$ cat config.mk
export PLATFORM = sky130hd
export DESIGN_NAME = json_bracket_nesting_checker_top
export DESIGN_NICKNAME = d
export VERILOG_FILES = /design/src/rtl/core/jbnc_pkg.sv /design/src/rtl/core/json_bracket_nesting_checker_top.sv /design/src/rtl/core/jbnc_stack.sv /design/src/rtl/core/jbnc_scanner.sv
export SDC_FILE = /design/constraint.sdc
export NUM_CORES = 1
export LEC_CHECK = 0
export BUFFER_PORTS_ARGS = -buffer_cell sky130_fd_sc_hd__buf_4
export CAP_MARGIN = 30
export CORE_ASPECT_RATIO = 1.1
export CORE_MARGIN = 2
export CORE_UTILIZATION = 61
export DETAILED_ROUTE_END_ITERATION = 12
export HOLD_SLACK_MARGIN = 0.12
export PLACE_DENSITY_LB_ADDON = 0.08
export SYNTH_ARGS = -nofsm -noshare
export SYNTH_HDL_FRONTEND = slang
export SYNTH_HIERARCHICAL = 1
export SYNTH_SLANG_ARGS = --single-unit
$ cat constraint.sdc
create_clock -name clock -period 16.4 [get_ports clock]
set_input_delay 4.92 -clock clock [delete_from_list [all_inputs] [get_ports clock]]
set_output_delay 4.92 -clock clock [all_outputs]
set_load 0.02 [all_outputs]
$ cat src/rtl/core/jbnc_pkg.sv
// Shared types and constants of the JSON bracket nesting checker.
package jbnc_pkg;

   // Field widths fixed by the request and response formats
   localparam int unsigned BYTE_W   = 8;
   localparam int unsigned STATUS_W = 3;
   localparam int unsigned OUT_W    = 24;

   // Status codes
   localparam logic [STATUS_W-1:0] ST_OK          = 3'd0;
   localparam logic [STATUS_W-1:0] ST_EMPTY_CLOSE = 3'd1;
   localparam logic [STATUS_W-1:0] ST_MISMATCH    = 3'd2;
   localparam logic [STATUS_W-1:0] ST_UNCLOSED    = 3'd3;
   localparam logic [STATUS_W-1:0] ST_OVERFLOW    = 3'd4;

   // Characters of interest
   localparam logic [BYTE_W-1:0] CH_BRACE_OPEN    = 8'h7B;
   localparam logic [BYTE_W-1:0] CH_BRACKET_OPEN  = 8'h5B;
   localparam logic [BYTE_W-1:0] CH_BRACE_CLOSE   = 8'h7D;
   localparam logic [BYTE_W-1:0] CH_BRACKET_CLOSE = 8'h5D;
   localparam logic [BYTE_W-1:0] CH_QUOTE         = 8'h22;
   localparam logic [BYTE_W-1:0] CH_BACKSLASH     = 8'h5C;
   localparam logic [BYTE_W-1:0] CH_NEWLINE       = 8'h0A;

   // Kind of an open nesting level
   localparam logic KIND_BRACE   = 1'b0;
   localparam logic KIND_BRACKET = 1'b1;

   // Stack operation from the scanner
   typedef struct packed {
      logic push;
      logic pop;
      logic kind;
      logic clear;
   } stack_op_type;

   // Stack condition seen by the scanner
   typedef struct packed {
      logic top_kind;
      logic empty;
      logic single;
      logic full;
   } stack_stat_type;

endpackage

$ cat src/rtl/core/json_bracket_nesting_checker_top.sv
// Top level of the JSON bracket nesting checker: request and response registers.
// Checks one JSON document byte by byte: braces and brackets must nest and match,
// anything inside double-quoted strings (and the byte after a backslash there)
// is ignored. Every request yields one response with a sticky status and the line
// and column of the first error, or the running position while all is well; a
// request with last_byte set also reports levels left open and returns the block
// to its reset state. One request is taken every clock cycle unless req_stall is
// high, and each request passes through the request register and then the
// response register, which presents its response; between the two lie the stack
// top compare and the saturating line and column increments. The stack is a
// MAX_DEPTH-bit shift register, so no clearing pass follows reset.
module json_bracket_nesting_checker_top #(
   parameter int unsigned MAX_DEPTH  = 64,
   parameter int unsigned COUNT_BITS = 24
) (
   input  logic                              clock,
   input  logic                              reset,
   input  logic                              req_valid,
   output logic                              req_stall,
   input  logic [jbnc_pkg::BYTE_W-1:0]       req_byte_in,
   input  logic                              req_last_byte,
   output logic                              rsp_valid,
   input  logic                              rsp_stall,
   output logic [jbnc_pkg::STATUS_W-1:0]     rsp_status,
   output logic [jbnc_pkg::OUT_W-1:0]        rsp_error_line,
   output logic [jbnc_pkg::OUT_W-1:0]        rsp_error_column,
   output logic                              rsp_done_res
);

   logic                          in_valid_ff;
   logic [jbnc_pkg::BYTE_W-1:0]   in_byte_ff;
   logic                          in_last_ff;
   logic                          out_valid_ff;
   logic [jbnc_pkg::STATUS_W-1:0] out_status_ff;
   logic [jbnc_pkg::OUT_W-1:0]    out_line_ff;
   logic [jbnc_pkg::OUT_W-1:0]    out_col_ff;
   logic                          out_done_ff;

   logic                          out_free, fire, req_take;
   jbnc_pkg::stack_op_type        op;
   jbnc_pkg::stack_stat_type      stat;
   logic [jbnc_pkg::STATUS_W-1:0] status;
   logic [jbnc_pkg::OUT_W-1:0]    error_line, error_column;

   // Advance when the response register is empty or being drained
   assign out_free  = !out_valid_ff || !rsp_stall;
   assign fire      = in_valid_ff && out_free;
   assign req_stall = in_valid_ff && !out_free;
   assign req_take  = req_valid && !req_stall;

   // Hold the request until it moves to the response register
   always_ff @(posedge clock) begin
      if (reset) begin
         in_valid_ff <= 1'b0;
      end else if (req_take || fire) begin
         in_valid_ff <= req_take;
      end
      if (req_take) begin
         in_byte_ff <= req_byte_in;
         in_last_ff <= req_last_byte;
      end
   end

   jbnc_stack #(
      .MAX_DEPTH(MAX_DEPTH)
   ) u_stack (
      .clock(clock),
      .reset(reset),
      .op   (op),
      .stat (stat)
   );

   jbnc_scanner #(
      .COUNT_BITS(COUNT_BITS)
   ) u_scanner (
      .clock       (clock),
      .reset       (reset),
      .fire        (fire),
      .byte_in     (in_byte_ff),
      .last_byte   (in_last_ff),
      .stat        (stat),
      .op          (op),
      .status      (status),
      .error_line  (error_line),
      .error_column(error_column)
   );

   // Load the response register, drop it once taken
   always_ff @(posedge clock) begin
      if (reset) begin
         out_valid_ff <= 1'b0;
      end else if (out_free) begin
         out_valid_ff <= fire;
      end
      if (fire) begin
         out_status_ff <= status;
         out_line_ff   <= error_line;
         out_col_ff    <= error_column;
         out_done_ff   <= in_last_ff;
      end
   end

   assign rsp_valid        = out_valid_ff;
   assign rsp_status       = out_status_ff;
   assign rsp_error_line   = out_line_ff;
   assign rsp_error_column = out_col_ff;
   assign rsp_done_res     = out_done_ff;

endmodule

$ cat src/rtl/core/jbnc_stack.sv
// Open-kind stack held as a shift register with a level counter.
module jbnc_stack #(
   parameter int unsigned MAX_DEPTH = 64
) (
   input  logic                     clock,
   input  logic                     reset,
   input  jbnc_pkg::stack_op_type   op,
   output jbnc_pkg::stack_stat_type stat
);

   localparam int unsigned LVL_W = $clog2(MAX_DEPTH + 1);

   logic [MAX_DEPTH-1:0] entries_ff;
   logic [MAX_DEPTH-1:0] entries_in;
   logic [LVL_W-1:0]     level_ff;
   logic [LVL_W-1:0]     level_in;

   // Shift entries away from the top on push, toward it on pop
   always_comb begin
      entries_in = entries_ff;
      level_in   = level_ff;
      if (op.push) begin
         entries_in = {entries_ff[MAX_DEPTH-2:0], op.kind};
         level_in   = level_ff + LVL_W'(1);
      end else if (op.pop) begin
         entries_in = entries_ff >> 1;
         level_in   = level_ff - LVL_W'(1);
      end
      if (op.clear) begin
         level_in = '0;
      end
   end

   always_ff @(posedge clock) begin
      entries_ff <= entries_in;
      if (reset) begin
         level_ff <= '0;
      end else begin
         level_ff <= level_in;
      end
   end

   // Report top entry and fill condition
   assign stat.top_kind = entries_ff[0];
   assign stat.empty    = (level_ff == '0);
   assign stat.single   = (level_ff == LVL_W'(1));
   assign stat.full     = (level_ff == LVL_W'(MAX_DEPTH));

   a_no_push_pop: assert property (@(posedge clock) disable iff (reset)
      !(op.push && op.pop))
      else $error("stack push and pop in the same cycle");

   a_level_bound: assert property (@(posedge clock) disable iff (reset)
      level_ff <= LVL_W'(MAX_DEPTH))
      else $error("stack level beyond depth");

   a_push_room: assert property (@(posedge clock) disable iff (reset)
      op.push |-> !stat.full)
      else $error("push on full stack");

   a_clear_empty: assert property (@(posedge clock) disable iff (reset)
      op.clear |=> stat.empty)
      else $error("stack not empty after clear");

endmodule

$ cat src/rtl/core/jbnc_scanner.sv
// Byte scanner: string and escape tracking, counters, first-error latch.
module jbnc_scanner #(
   parameter int unsigned COUNT_BITS = 24
) (
   input  logic                              clock,
   input  logic                              reset,
   input  logic                              fire,
   input  logic [jbnc_pkg::BYTE_W-1:0]       byte_in,
   input  logic                              last_byte,
   input  jbnc_pkg::stack_stat_type          stat,
   output jbnc_pkg::stack_op_type            op,
   output logic [jbnc_pkg::STATUS_W-1:0]     status,
   output logic [jbnc_pkg::OUT_W-1:0]        error_line,
   output logic [jbnc_pkg::OUT_W-1:0]        error_column
);

   localparam logic [COUNT_BITS-1:0] COUNT_MAX = '1;

   logic                          in_string_ff, in_string_in;
   logic                          skip_ff, skip_in;
   logic [COUNT_BITS-1:0]         line_ff, line_in;
   logic [COUNT_BITS-1:0]         col_ff, col_in;
   logic [jbnc_pkg::STATUS_W-1:0] sticky_ff, sticky_in;
   logic [COUNT_BITS-1:0]         lat_line_ff, lat_line_in;
   logic [COUNT_BITS-1:0]         lat_col_ff, lat_col_in;

   logic [COUNT_BITS-1:0]         line_step, col_step;
   logic [jbnc_pkg::STATUS_W-1:0] err_code;
   logic                          is_open, is_close, want_kind, empty_after;
   logic [31:0]                   line_wide, col_wide;

   assign is_open   = (byte_in == jbnc_pkg::CH_BRACE_OPEN) ||
                      (byte_in == jbnc_pkg::CH_BRACKET_OPEN);
   assign is_close  = (byte_in == jbnc_pkg::CH_BRACE_CLOSE) ||
                      (byte_in == jbnc_pkg::CH_BRACKET_CLOSE);
   assign want_kind = (byte_in == jbnc_pkg::CH_BRACKET_CLOSE) ?
                      jbnc_pkg::KIND_BRACKET : jbnc_pkg::KIND_BRACE;

   // Classify the byte and step counters and flags
   always_comb begin
      line_step    = line_ff;
      col_step     = col_ff;
      in_string_in = in_string_ff;
      skip_in      = skip_ff;
      err_code     = jbnc_pkg::ST_OK;
      op.push      = 1'b0;
      op.pop       = 1'b0;
      op.clear     = 1'b0;
      op.kind      = (byte_in == jbnc_pkg::CH_BRACKET_OPEN) ?
                     jbnc_pkg::KIND_BRACKET : jbnc_pkg::KIND_BRACE;
      if (fire) begin
         if (skip_ff) begin
            skip_in  = 1'b0;
            col_step = (col_ff == COUNT_MAX) ? col_ff : col_ff + COUNT_BITS'(1);
         end else if (byte_in == jbnc_pkg::CH_NEWLINE) begin
            line_step = (line_ff == COUNT_MAX) ? line_ff : line_ff + COUNT_BITS'(1);
            col_step  = '0;
         end else begin
            if (in_string_ff && (byte_in == jbnc_pkg::CH_BACKSLASH)) begin
               skip_in = 1'b1;
            end else if (byte_in == jbnc_pkg::CH_QUOTE) begin
               in_string_in = !in_string_ff;
            end else if (!in_string_ff && is_open) begin
               if (stat.full) begin
                  err_code = jbnc_pkg::ST_OVERFLOW;
               end else begin
                  op.push = 1'b1;
               end
            end else if (!in_string_ff && is_close) begin
               if (stat.empty) begin
                  err_code = jbnc_pkg::ST_EMPTY_CLOSE;
               end else if (stat.top_kind != want_kind) begin
                  err_code = jbnc_pkg::ST_MISMATCH;
               end else begin
                  op.pop = 1'b1;
               end
            end
            col_step = (col_ff == COUNT_MAX) ? col_ff : col_ff + COUNT_BITS'(1);
         end
         op.clear = last_byte;
      end
   end

   assign empty_after = stat.empty ? !op.push : (stat.single && op.pop);

   // Latch the first error, then the unclosed check at the last byte
   always_comb begin
      status      = sticky_ff;
      lat_line_in = lat_line_ff;
      lat_col_in  = lat_col_ff;
      if ((sticky_ff == jbnc_pkg::ST_OK) && (err_code != jbnc_pkg::ST_OK)) begin
         status      = err_code;
         lat_line_in = line_ff;
         lat_col_in  = col_ff;
      end
      if (last_byte && !empty_after && (status == jbnc_pkg::ST_OK)) begin
         status      = jbnc_pkg::ST_UNCLOSED;
         lat_line_in = line_step;
         lat_col_in  = col_step;
      end
   end

   // Pick latched or running position and clamp to the output width
   always_comb begin
      if (status != jbnc_pkg::ST_OK) begin
         line_wide = 32'(lat_line_in);
         col_wide  = 32'(lat_col_in);
      end else begin
         line_wide = 32'(line_step);
         col_wide  = 32'(col_step);
      end
      error_line   = (line_wide > 32'h00FF_FFFF) ? '1 : line_wide[jbnc_pkg::OUT_W-1:0];
      error_column = (col_wide > 32'h00FF_FFFF) ? '1 : col_wide[jbnc_pkg::OUT_W-1:0];
   end

   // Return to reset values after the last byte
   always_comb begin
      sticky_in = status;
      line_in   = line_step;
      col_in    = col_step;
      if (fire && last_byte) begin
         sticky_in    = jbnc_pkg::ST_OK;
         line_in      = '0;
         col_in       = '0;
      end
   end

   always_ff @(posedge clock) begin
      if (reset) begin
         in_string_ff <= 1'b0;
         skip_ff      <= 1'b0;
         line_ff      <= '0;
         col_ff       <= '0;
         sticky_ff    <= jbnc_pkg::ST_OK;
         lat_line_ff  <= '0;
         lat_col_ff   <= '0;
      end else if (fire) begin
         in_string_ff <= last_byte ? 1'b0 : in_string_in;
         skip_ff      <= last_byte ? 1'b0 : skip_in;
         line_ff      <= line_in;
         col_ff       <= col_in;
         sticky_ff    <= sticky_in;
         lat_line_ff  <= last_byte ? '0 : lat_line_in;
         lat_col_ff   <= last_byte ? '0 : lat_col_in;
      end
   end

endmodule
==> flow_metrics.py, run 1 <==
metrics = {
    "run_status": {
        "status": "completed",
    },
    "synthesis": {
        "ys_warn_count": 6,
        "yosys.area_share.simple": 0.169,
        "synth_compound_area_frac": 0.142,
        "synth_area_um2": 11900,
        "yosys.area_share.adder": 0.00631,
        "synth.area.mux_share": 0.130,
        "synth_top_area_frac": 0.315,
        "synth-edff-count": 125,
        "synth_ff_type": "edfxtp_1",
        "yosys-top-cells-area": "edfxtp_1 32%, dfxtp_1 18%, mux2i_1 5.3%",
        "synth_common_cells": "125 x edfxtp_1, 110 x dfxtp_1, 96 x nor2_1, 84 x nand2_1, 73 x o21ai_0",
        "syn-mean-instance-area_um2": 10.6,
        "ys_async_sr_fraction": 0,
        "synth_cells": 1126,
        "yosysTopAreaCell": "edfxtp_1",
        "synth_fp_nets": 1145,
        "ys_seq_area_frac": 0.500,
        "yosysMostFrequentCell": "edfxtp_1",
        "synth_xor_area_frac": 0.0132,
        "synth_top_family_by_area": "simple AND/OR/NAND/NOR gates",
        "synth_cell_type_count": 82,
        "synth_seq_cells": 235,
    },
    "power_and_ir_drop": {
        "clockPowerShare": 0.484,
        "pwr-share-comb": 0.035,
        "power_mw": 1.30,
        "power_switching_uw": 269,
        "p_int_mw": 1.03,
        "power_leakage_nw": 4.81,
        "switching_share": 0.207,
        "power_density_nw_per_um2": 97.3,
        "p_seq_frac": 0.481,
        "vdd_drop_max_mv": 0.0861,
    },
    "cts": {
        "post_cts_buffers": 0,
        "cts-resized-gates": 0,
        "clk_path_buf_depth": 3,
        "clk_pin_slew_ns": 0.06,
        "cts_root_buf": "clkbuf_16",
        "clock_sinks": 235,
        "h-tree-depth": 1,
        "insertion_delay_ns": 0.53,
        "hold_buffers": 0,
        "cts_tree": "done",
        "cts_buffers": 25,
    },
    "global_route": {
        "track_usage": 0.269,
        "grt_pass1_wl_mm": 44.6,
        "overflow": 0,
        "antenna_found_initial": 0,
        "grt_pass1_vias": 8711,
        "grt_max_degree": 74,
    },
    "worst_setup_path": {
        "r2r_slack_ns": 12.38,
        "required_ns": 11.48,
        "arrival_ns": 5.34,
        "reg2reg_to": "u_stack/entries_ff[37]$_DFFE_PP_",
        "worst_setup_path_end_kind": "primary output",
        "crit_path_end": "req_stall",
        "crit_fanout": 3,
        "ff2ff_path_depth": 7,
        "crit_start": "rsp_stall",
        "worst-setup-path-type": "input port to primary output",
        "r2r_start": "in_valid_ff$_SDFFE_PP0P_",
        "critPathLaunchType": "input port",
    },
    "cells_and_area": {
        "area_growth_pct": 12.6,
        "stdcell_count": 1419,
        "fillers": 1442,
        "nets": 1172,
        "antenna_cells": 0,
        "drive_above_1_share": 0.174,
        "final_util": 0.702,
    },
    "run": {
        "maxCapViolCount": 0,
    },
    "floorplanning": {
        "die-width_um": 137,
        "fp.dieArea_um2": 20700,
        "num_rows": 53,
        "initial_utilization": 0.623,
        "die_y_um": 151,
        "core_area_um2": 19100,
        "io_pins": 67,
    },
    "detailed_routing": {
        "wl_met2_mm": 13.2,
        "wl_met1_mm": 12.2,
        "vias": 9054,
        "viasPerCell": 6.38,
        "top_layer_used": "met4",
        "drt_iter0_markers": 813,
        "drtAntennaViolNets": 0,
        "wl_met3_mm": 1.75,
        "wl_per_cell_um": 19.5,
        "routed_wl_mm": 27.7,
        "dr.pass1.iters": 5,
        "route.detailed.drc": 0,
    },
    "timing": {
        "hold_viol": 0,
        "slew_violations": 0,
        "grt_setup_unrepaired": "no",
        "timing.final.crit_share": 0.626,
        "finClkSkew_ns": 0.0131,
        "setup_viol": 0,
        "fin_setup_tns_ns": 0,
        "slew_headroom": 0.349,
        "final.min_clock_period_ns": 10.26,
        "fmax_mhz": 97.4,
        "worst_pin_slew_ns": 0.973,
    },
    "placement": {
        "hpwl_mm": 17.1,
        "place_congestion": 0.917,
        "numPortBuffers": 66,
        "placedCellCount": 1373,
    },
    "min_path": {
        "hold_path.class": "flip-flop to flip-flop",
    },
}
-- critical path: stages --
cell     delay, ns
buf_4         0.11
nand3_2       0.09
inv_1         0.09
buf_4         0.14
-- worst min-delay path by stage --
stage / start / to / slack [ns] / depth (start not counted)
final: u_scanner/lat_line_ff[14]$_SDFFE_PP0P_ / u_scanner/lat_line_ff[14]$_SDFFE_PP0P_ / 0.45 / 1
after floorplan: in_last_ff$_DFFE_PP_ / rsp_done_res$_DFFE_PP_ / 0.42 / 0
after global routing: u_scanner/lat_line_ff[18]$_SDFFE_PP0P_ / u_scanner/lat_line_ff[18]$_SDFFE_PP0P_ / 0.48 / 2
after detailed placement: u_scanner/lat_line_ff[14]$_SDFFE_PP0P_ / u_scanner/lat_line_ff[14]$_SDFFE_PP0P_ / 0.44 / 1
after CTS: u_scanner/lat_line_ff[18]$_SDFFE_PP0P_ / u_scanner/lat_line_ff[18]$_SDFFE_PP0P_ / 0.45 / 2
after global placement: u_scanner/lat_line_ff[14]$_SDFFE_PP0P_ / u_scanner/lat_line_ff[14]$_SDFFE_PP0P_ / 0.43 / 1
-- layer usage --
layer,vias to the layer above,GRT usage
met5,-,0
li1,4285,-
met3,52,0.0347
met1,4422,0.357
met4,0,0.0825
met2,295,0.457
-- cells in the final DEF (no fill, tap or decap), types with 15 or more instances in the layout --
master / instances
a21oi_1: 41
a22o_1: 30
a22oi_1: 15
and2_1: 22
and3_1: 16
buf_4: 83
clkbuf_16: 25
dfxtp_1: 110
edfxtp_1: 125
inv_1: 15
mux2_1: 33
mux2_2: 21
mux2_4: 20
mux2i_1: 63
nand2_1: 84
nand3_1: 26
nand4_1: 28
nor2_1: 94
nor3_1: 31
o21ai_0: 73
-- stage by stage --
stage | setup WS [ns] | cell area, µm² | hold slack [ns]
detailed placement | 6.14 | 12500 | 0.439
global placement | 6.14 | 12500 | 0.432
finish | 6.14 | 13400 | 0.453
CTS | 6.13 | 13400 | 0.453
floorplan | 4.40 | 11900 | 0.421
global route | 6.10 | 13400 | 0.478
-- cells by family (layout without fill, tap and decap cells) --
| group | count (synthesis) | in the layout |
|---|---|---|
| AO/OA/AOI/OAI | 250 | 250 |
| flip-flops | 235 | 235 |
| buffers and inverters | 98 | 144 |
| AND/OR/NAND/NOR | 381 | 381 |
| XOR/XNOR | 18 | 18 |
| multiplexers | 138 | 138 |
| adder cells (fa/ha/maj) | 6 | 6 |
-- power groups by stage --
| stage | registers [mW] | logic [mW] | clock network [mW] |
|---|---|---|---|
| floorplan | 0.647 | 0.0180 | 0 |
| global placement | 0.640 | 0.0447 | 0 |
| detailed placement | 0.640 | 0.0452 | 0 |
| CTS | 0.627 | 0.0455 | 0.643 |
| global route | 0.627 | 0.0484 | 0.668 |
| finish | 0.627 | 0.0454 | 0.631 |
-- flip-flops by register name (all words and copies together), names as in the netlist, 3 cells and up --
signal	flops
u_scanner/lat_line_ff	24
u_scanner/line_ff	24
rsp_error_line	24
u_scanner/lat_col_ff	24
u_scanner/sticky_ff	3
rsp_error_column	24
u_stack/entries_ff	64
in_byte_ff	8
rsp_status	3
u_scanner/col_ff	24
u_stack/level_ff	7
-- layout make-up --
class                   instances  area (µm²)  area share
multi-input cells             793        5530       0.413
flip-flops and latches        235        5960       0.444
inverters                      15        56.3     0.00420
clock buffers                  29         651      0.0485
well taps                     247         309      0.0231
clock inverters                17         278      0.0207
repair buffers                 83         623      0.0465
Power figures use the tool's default switching activity.
==> run 2, diff against run 1 <==
--- a/config.mk
+++ b/config.mk
@@ -5,6 +5,7 @@
 export SDC_FILE = /design/constraint.sdc
 export NUM_CORES = 1
 export LEC_CHECK = 0
+export ABC_AREA = 1
 export BUFFER_PORTS_ARGS = -buffer_cell sky130_fd_sc_hd__buf_4
 export CAP_MARGIN = 30
 export CORE_ASPECT_RATIO = 1.1
==> constraint.sdc (replaced) <==
create_clock -name clock -period 10.4 [get_ports clock]
set_input_delay 3.12 -clock clock [delete_from_list [all_inputs] [get_ports clock]]
set_output_delay 3.12 -clock clock [all_outputs]
set_load 0.02 [all_outputs]
==> flow_metrics.py, run 2 <==
metrics = {
    "run_status": {
        "status": "completed",
    },
    "timing": {
        "setup_viol": 0,
        "fin_setup_tns_ns": 0,
        "hold_viol": 0,
        "grt_setup_unrepaired": "no",
        "final.min_clock_period_ns": 6.66,
        "finClkSkew_ns": 0.0141,
        "fmax_mhz": 150,
        "slew_headroom": 0.327,
        "worst_pin_slew_ns": 1.01,
        "timing.final.crit_share": 0.641,
        "slew_violations": 0,
    },
    "cells_and_area": {
        "top_register": "u_stack/entries_ff",
        "final_util": 0.689,
        "drive_above_1_share": 0.0986,
        "mostFrequentLayoutCells": "478 x nand2_1, 189 x inv_1, 177 x nand3_1, 125 x edfxtp_1, 110 x dfxtp_1",
        "area_growth_pct": 10.7,
        "nets": 1665,
        "antenna_cells": 0,
        "layout.cells.most_common": "nand2_1",
        "fillers": 1713,
        "largest_reg_flops": 64,
    },
    "worst_setup_path": {
        "crit_chain": "buf_4 > nand3_2 > inv_1 > buf_4",
        "arrival_ns": 3.54,
        "critPathTopFamily": "buffers and inverters",
        "crit_fanout": 3,
        "worst-setup-path-type": "input port to primary output",
        "critical_path_buf_inv_count": 3,
        "required_ns": 7.28,
        "critPathLaunchType": "input port",
        "worst_setup_path_end_kind": "primary output",
        "critPathSlowestCell": "buf_4",
        "critPathMaxStageDelay_ns": 0.13,
        "crit_top_cell": "buf_4",
    },
    "global_route": {
        "antenna_found_initial": 0,
        "grt_pass1_wl_mm": 47.3,
        "grt_max_degree": 97,
        "track_usage": 0.261,
        "grt_pass1_vias": 10000,
        "overflow": 0,
    },
    "power_and_ir_drop": {
        "power_density_nw_per_um2": 141,
        "p_int_mw": 1.51,
        "switching_share": 0.220,
        "power_leakage_nw": 5.47,
        "vdd_drop_max_mv": 0.157,
        "pwr-share-comb": 0.039,
        "p_seq_frac": 0.512,
        "power_switching_uw": 424,
        "clockPowerShare": 0.449,
    },
    "synthesis": {
        "synth_top_area_frac": 0.304,
        "synth_fp_nets": 1642,
        "synth_cells": 1623,
        "ys_seq_area_frac": 0.482,
        "yosysMostFrequentCell": "nand2_1",
        "synth_cell_type_count": 40,
        "synth_ff_type": "edfxtp_1",
        "synth_area_um2": 12400,
        "yosysTopAreaCell": "edfxtp_1",
        "synth-edff-count": 125,
        "ys_async_sr_fraction": 0,
        "syn-mean-instance-area_um2": 7.61,
        "synth_seq_cells": 235,
        "synth_common_cells": "478 x nand2_1, 190 x inv_1, 177 x nand3_1, 125 x edfxtp_1, 110 x dfxtp_1",
        "ys_warn_count": 6,
        "yosys-top-cells-area": "edfxtp_1 30%, dfxtp_1 18%, nand2_1 15%",
    },
    "detailed_routing": {
        "drt_iter0_markers": 785,
        "routed_wl_mm": 28.7,
        "wl_met1_mm": 12.6,
        "wl_per_cell_um": 15.0,
        "vias": 10700,
        "drtAntennaViolNets": 0,
        "viasPerCell": 5.58,
        "wl_met3_mm": 1.58,
        "route.detailed.drc": 0,
        "top_layer_used": "met4",
        "dr.pass1.iters": 6,
        "wl_met2_mm": 14.1,
    },
    "cts": {
        "post_cts_buffers": 0,
        "cts_tree": "done",
        "cts-resized-gates": 0,
        "h-tree-depth": 1,
        "hold_buffers": 0,
        "clk_pin_slew_ns": 0.06,
        "cts_root_buf": "clkbuf_16",
        "clk_path_buf_depth": 3,
        "insertion_delay_ns": 0.53,
        "clock_sinks": 235,
        "cts_buffers": 25,
    },
    "floorplanning": {
        "die-width_um": 140,
        "initial_utilization": 0.622,
        "die_y_um": 153,
        "core_area_um2": 19900,
        "io_pins": 67,
        "fp.dieArea_um2": 21400,
        "num_rows": 54,
    },
    "placement": {
        "place_congestion": 0.921,
        "numPortBuffers": 66,
        "hpwl_mm": 17.5,
    },
    "min_path": {
        "hold_path.class": "flip-flop to flip-flop",
    },
    "run": {
        "maxCapViolCount": 0,
    },
}
[run 2: cell types whose count changed in the layout (fill, tap and decap cells not counted), sizes merged, moves of 37 or more]
cell   previous run  this run
nand2            84       483
nand3            27       187
o21ai            84       121
mux2i            64         0
mux2             74         0
inv              17       194
[run 2: tightest hold or removal path: stages (launching register included)]
cell and delay, ns:
dfxtp_1 0.31, nand2_1 0.06, a21oi_1 0.05
[run 2: through the flow]
stage	cell area [µm²]	hold slack, ns	cells	setup slack, ns	power, mW
final	13700	0.464	1916	3.74	1.93
after global routing	13700	0.479	1916	3.68	1.99
after CTS	13700	0.465	1916	3.74	1.95
after detailed placement	12900	0.455	1871	3.74	1.08
after global placement	12900	0.452	1871	3.75	1.08
after floorplan	12400	0.445	1623	1.97	1.05
[run 2: layout make-up]
cell class / count / area [µm²] / share of cell area
inverter: 195 / 734 / 0.0537
timing repair buffer: 79 / 593 / 0.0434
tap: 252 / 315 / 0.0231
multi-input combinational: 1110 / 5280 / 0.386
clock buffer: 32 / 703 / 0.0514
sequential: 235 / 5960 / 0.435
clock inverter: 13 / 100 / 0.00732
[run 2: power by group through the flow]
| stage | clock network (mW) | registers (mW) | logic (mW) |
|---|---|---|---|
| floorplan | 0 | 1.02 | 0.0350 |
| global placement | 0 | 1.01 | 0.0737 |
| detailed placement | 0 | 1.01 | 0.0743 |
| CTS | 0.886 | 0.990 | 0.0747 |
| global route | 0.918 | 0.990 | 0.0805 |
| finish | 0.867 | 0.990 | 0.0745 |
[run 2: final timing paths]
path	startpoint	slack [ns]	depth (start not counted)	end
max	rsp_stall	3.74	4	req_stall
min	u_scanner/lat_col_ff[11]$_SDFFE_PP0P_	0.46	2	u_scanner/lat_col_ff[11]$_SDFFE_PP0P_
max reg2reg	rsp_valid$_SDFFE_PP0P_	6.70	15	rsp_error_line[3]$_DFFE_PP_
min reg2reg	u_scanner/lat_col_ff[11]$_SDFFE_PP0P_	0.46	2	u_scanner/lat_col_ff[11]$_SDFFE_PP0P_
[run 2: cells by family after synthesis]
family | count (synthesis) | synth area share
and+or+nand+nor | 867 | 0.311
xor gates and xnor gates | 27 | 0.0191
DFF | 235 | 0.482
buffers and inverters | 278 | 0.0934
adders and majority gates | 6 | 0.00608
AOI/OAI and AO/OA | 210 | 0.0886
[run 2: metal layers]
metal  global-route usage  vias to the layer above
met4               0.0681                        0
met3               0.0348                       31
met2                0.456                      275
met1                0.343                     5023
li1                     -                     5353
met5                    0                        -
==> run 3, diff against run 2 <==
==> constraint.sdc (replaced) <==
create_clock -name clock -period 6.45 [get_ports clock]
set_input_delay 1.935 -clock clock [delete_from_list [all_inputs] [get_ports clock]]
set_output_delay 1.935 -clock clock [all_outputs]
set_load 0.02 [all_outputs]
==> flow_metrics.py, run 3 (synthesis results as in run 2) <==
metrics = {
    "power_and_ir_drop": {
        "vdd_drop_max_mv": 0.296,
        "power_density_nw_per_um2": 230,
        "power_leakage_nw": 5.48,
    },
    "timing": {
        "holdWs_ns": 0.464,
        "final.min_clock_period_ns": 4.77,
        "fin_setup_tns_ns": 0,
        "slew_violations": 0,
        "timing.final.crit_share": 0.740,
        "worst_pin_slew_ns": 0.924,
        "grt_setup_unrepaired": "no",
        "hold_viol": 0,
        "fmax_mhz": 209,
        "setup_viol": 0,
        "finClkSkew_ns": 0.0133,
        "slew_headroom": 0.382,
    },
    "floorplanning": {
        "fp.dieArea_um2": 21400,
        "io_pins": 67,
        "die-width_um": 140,
        "die_y_um": 153,
        "num_rows": 54,
        "initial_utilization": 0.622,
        "core_area_um2": 19900,
    },
    "cells_and_area": {
        "top_register": "u_stack/entries_ff",
        "nets": 1666,
        "fillers": 1694,
        "antenna_cells": 0,
        "mostFrequentLayoutCells": "478 x nand2_1, 189 x inv_1, 177 x nand3_1, 125 x edfxtp_1, 110 x dfxtp_1",
        "area_growth_pct": 11.1,
        "seqCellArea_um2": 5960,
        "largest_reg_flops": 64,
        "drive_above_1_share": 0.0956,
        "multi_input_area_um2": 5280,
        "layout.cells.most_common": "nand2_1",
    },
    "run_status": {
        "status": "completed",
    },
    "detailed_routing": {
        "wl_per_cell_um": 15.3,
        "drt_iter0_markers": 878,
        "dr.pass1.iters": 5,
        "viasPerCell": 5.59,
        "routed_wl_mm": 29.3,
        "drtAntennaViolNets": 0,
        "route.detailed.drc": 0,
        "vias": 10700,
    },
    "worst_setup_path": {
        "crit_chain": "buf_4 > a21oi_4 > inv_2 > nor2_1 > nand3_1 > a21oi_1 > or2_2 > buf_4",
        "crit_fanout": 29,
        "critPathMaxStageDelay_ns": 0.69,
        "crit_top_cell": "buf_4",
        "arrival_ns": 4.96,
        "critical_path_buf_inv_count": 3,
        "critPathTopFamily": "compound AO/OA/AOI/OAI gates",
        "critPathLaunchType": "input port",
        "worst_setup_path_end_kind": "flip-flop",
        "worst-setup-path-type": "input port to flip-flop",
        "required_ns": 6.64,
        "critPathSlowestCell": "a21oi_4",
    },
    "min_path": {
        "hold_path.class": "flip-flop to flip-flop",
    },
    "cts": {
        "post_cts_buffers": 0,
        "h-tree-depth": 1,
        "cts-resized-gates": 0,
        "cts_root_buf": "clkbuf_16",
        "cts_tree": "done",
        "clk_pin_slew_ns": 0.06,
        "cts_buffers": 25,
        "clk_path_buf_depth": 3,
        "insertion_delay_ns": 0.52,
        "clock_sinks": 235,
        "hold_buffers": 0,
    },
    "global_route": {
        "grt_pass1_vias": 10100,
        "overflow": 0,
        "track_usage": 0.267,
        "antenna_found_initial": 0,
        "grt_max_degree": 97,
        "grt_pass1_wl_mm": 48.3,
    },
    "placement": {
        "place_congestion": 0.869,
        "numPortBuffers": 66,
        "hpwl_mm": 18.4,
    },
    "run": {
        "maxCapViolCount": 0,
    },
}
## run 3: final timing paths
check                                    startpoint                                     end  slack, ns  depth (start not counted)
max                                       rsp_stall        u_stack/entries_ff[44]$_DFFE_PP_       1.68                          8
min          u_scanner/lat_line_ff[19]$_SDFFE_PP0P_  u_scanner/lat_line_ff[19]$_SDFFE_PP0P_       0.46                          2
max reg2reg                in_valid_ff$_SDFFE_PP0P_        u_stack/entries_ff[44]$_DFFE_PP_       2.82                          8
min reg2reg  u_scanner/lat_line_ff[19]$_SDFFE_PP0P_  u_scanner/lat_line_ff[19]$_SDFFE_PP0P_       0.46                          2
## run 3: cell type report
cell class / count / share of cell area
inverter: 195 / 0.0535
timing repair buffer: 80 / 0.0452
sequential: 235 / 0.434
clock buffer: 42 / 0.0554
clock inverter: 2 / 0.00438
multi-input combinational: 1110 / 0.384
tap: 252 / 0.0230
## run 3: per-layer routing
layer / vias up / track usage / part of all wire
li1: 5350 / - / -
met1: 5037 / 0.362 / 0.43
met2: 299 / 0.455 / 0.49
met3: 31 / 0.0326 / 0.065
met4: 0 / 0.0695 / 0.014
met5: - / 0 / 0
## run 3: where the power goes
part           internal [mW]  switching (mW)
Sequential              1.59          0.0106
Combinational         0.0325          0.0877
Clock                  0.873           0.564
Total                   2.49           0.662
## run 3: worst min-delay path: stages, from the launching register on
cell and delay [ns]:
dfxtp_1 0.31, nand2_1 0.06, a21oi_1 0.05
## run 3: metrics by stage
stage	setup WS, ns	instance area, µm²	util	std cells	power [mW]
floorplan	0.468	12400	-	1623	1.70
global route	1.45	13700	0.691	1916	3.25
detailed placement	0.926	12900	0.648	1871	1.75
global placement	1.14	12900	0.648	1871	1.75
CTS	1.46	13700	0.689	1915	3.18
finish	1.68	13700	0.691	1916	3.15
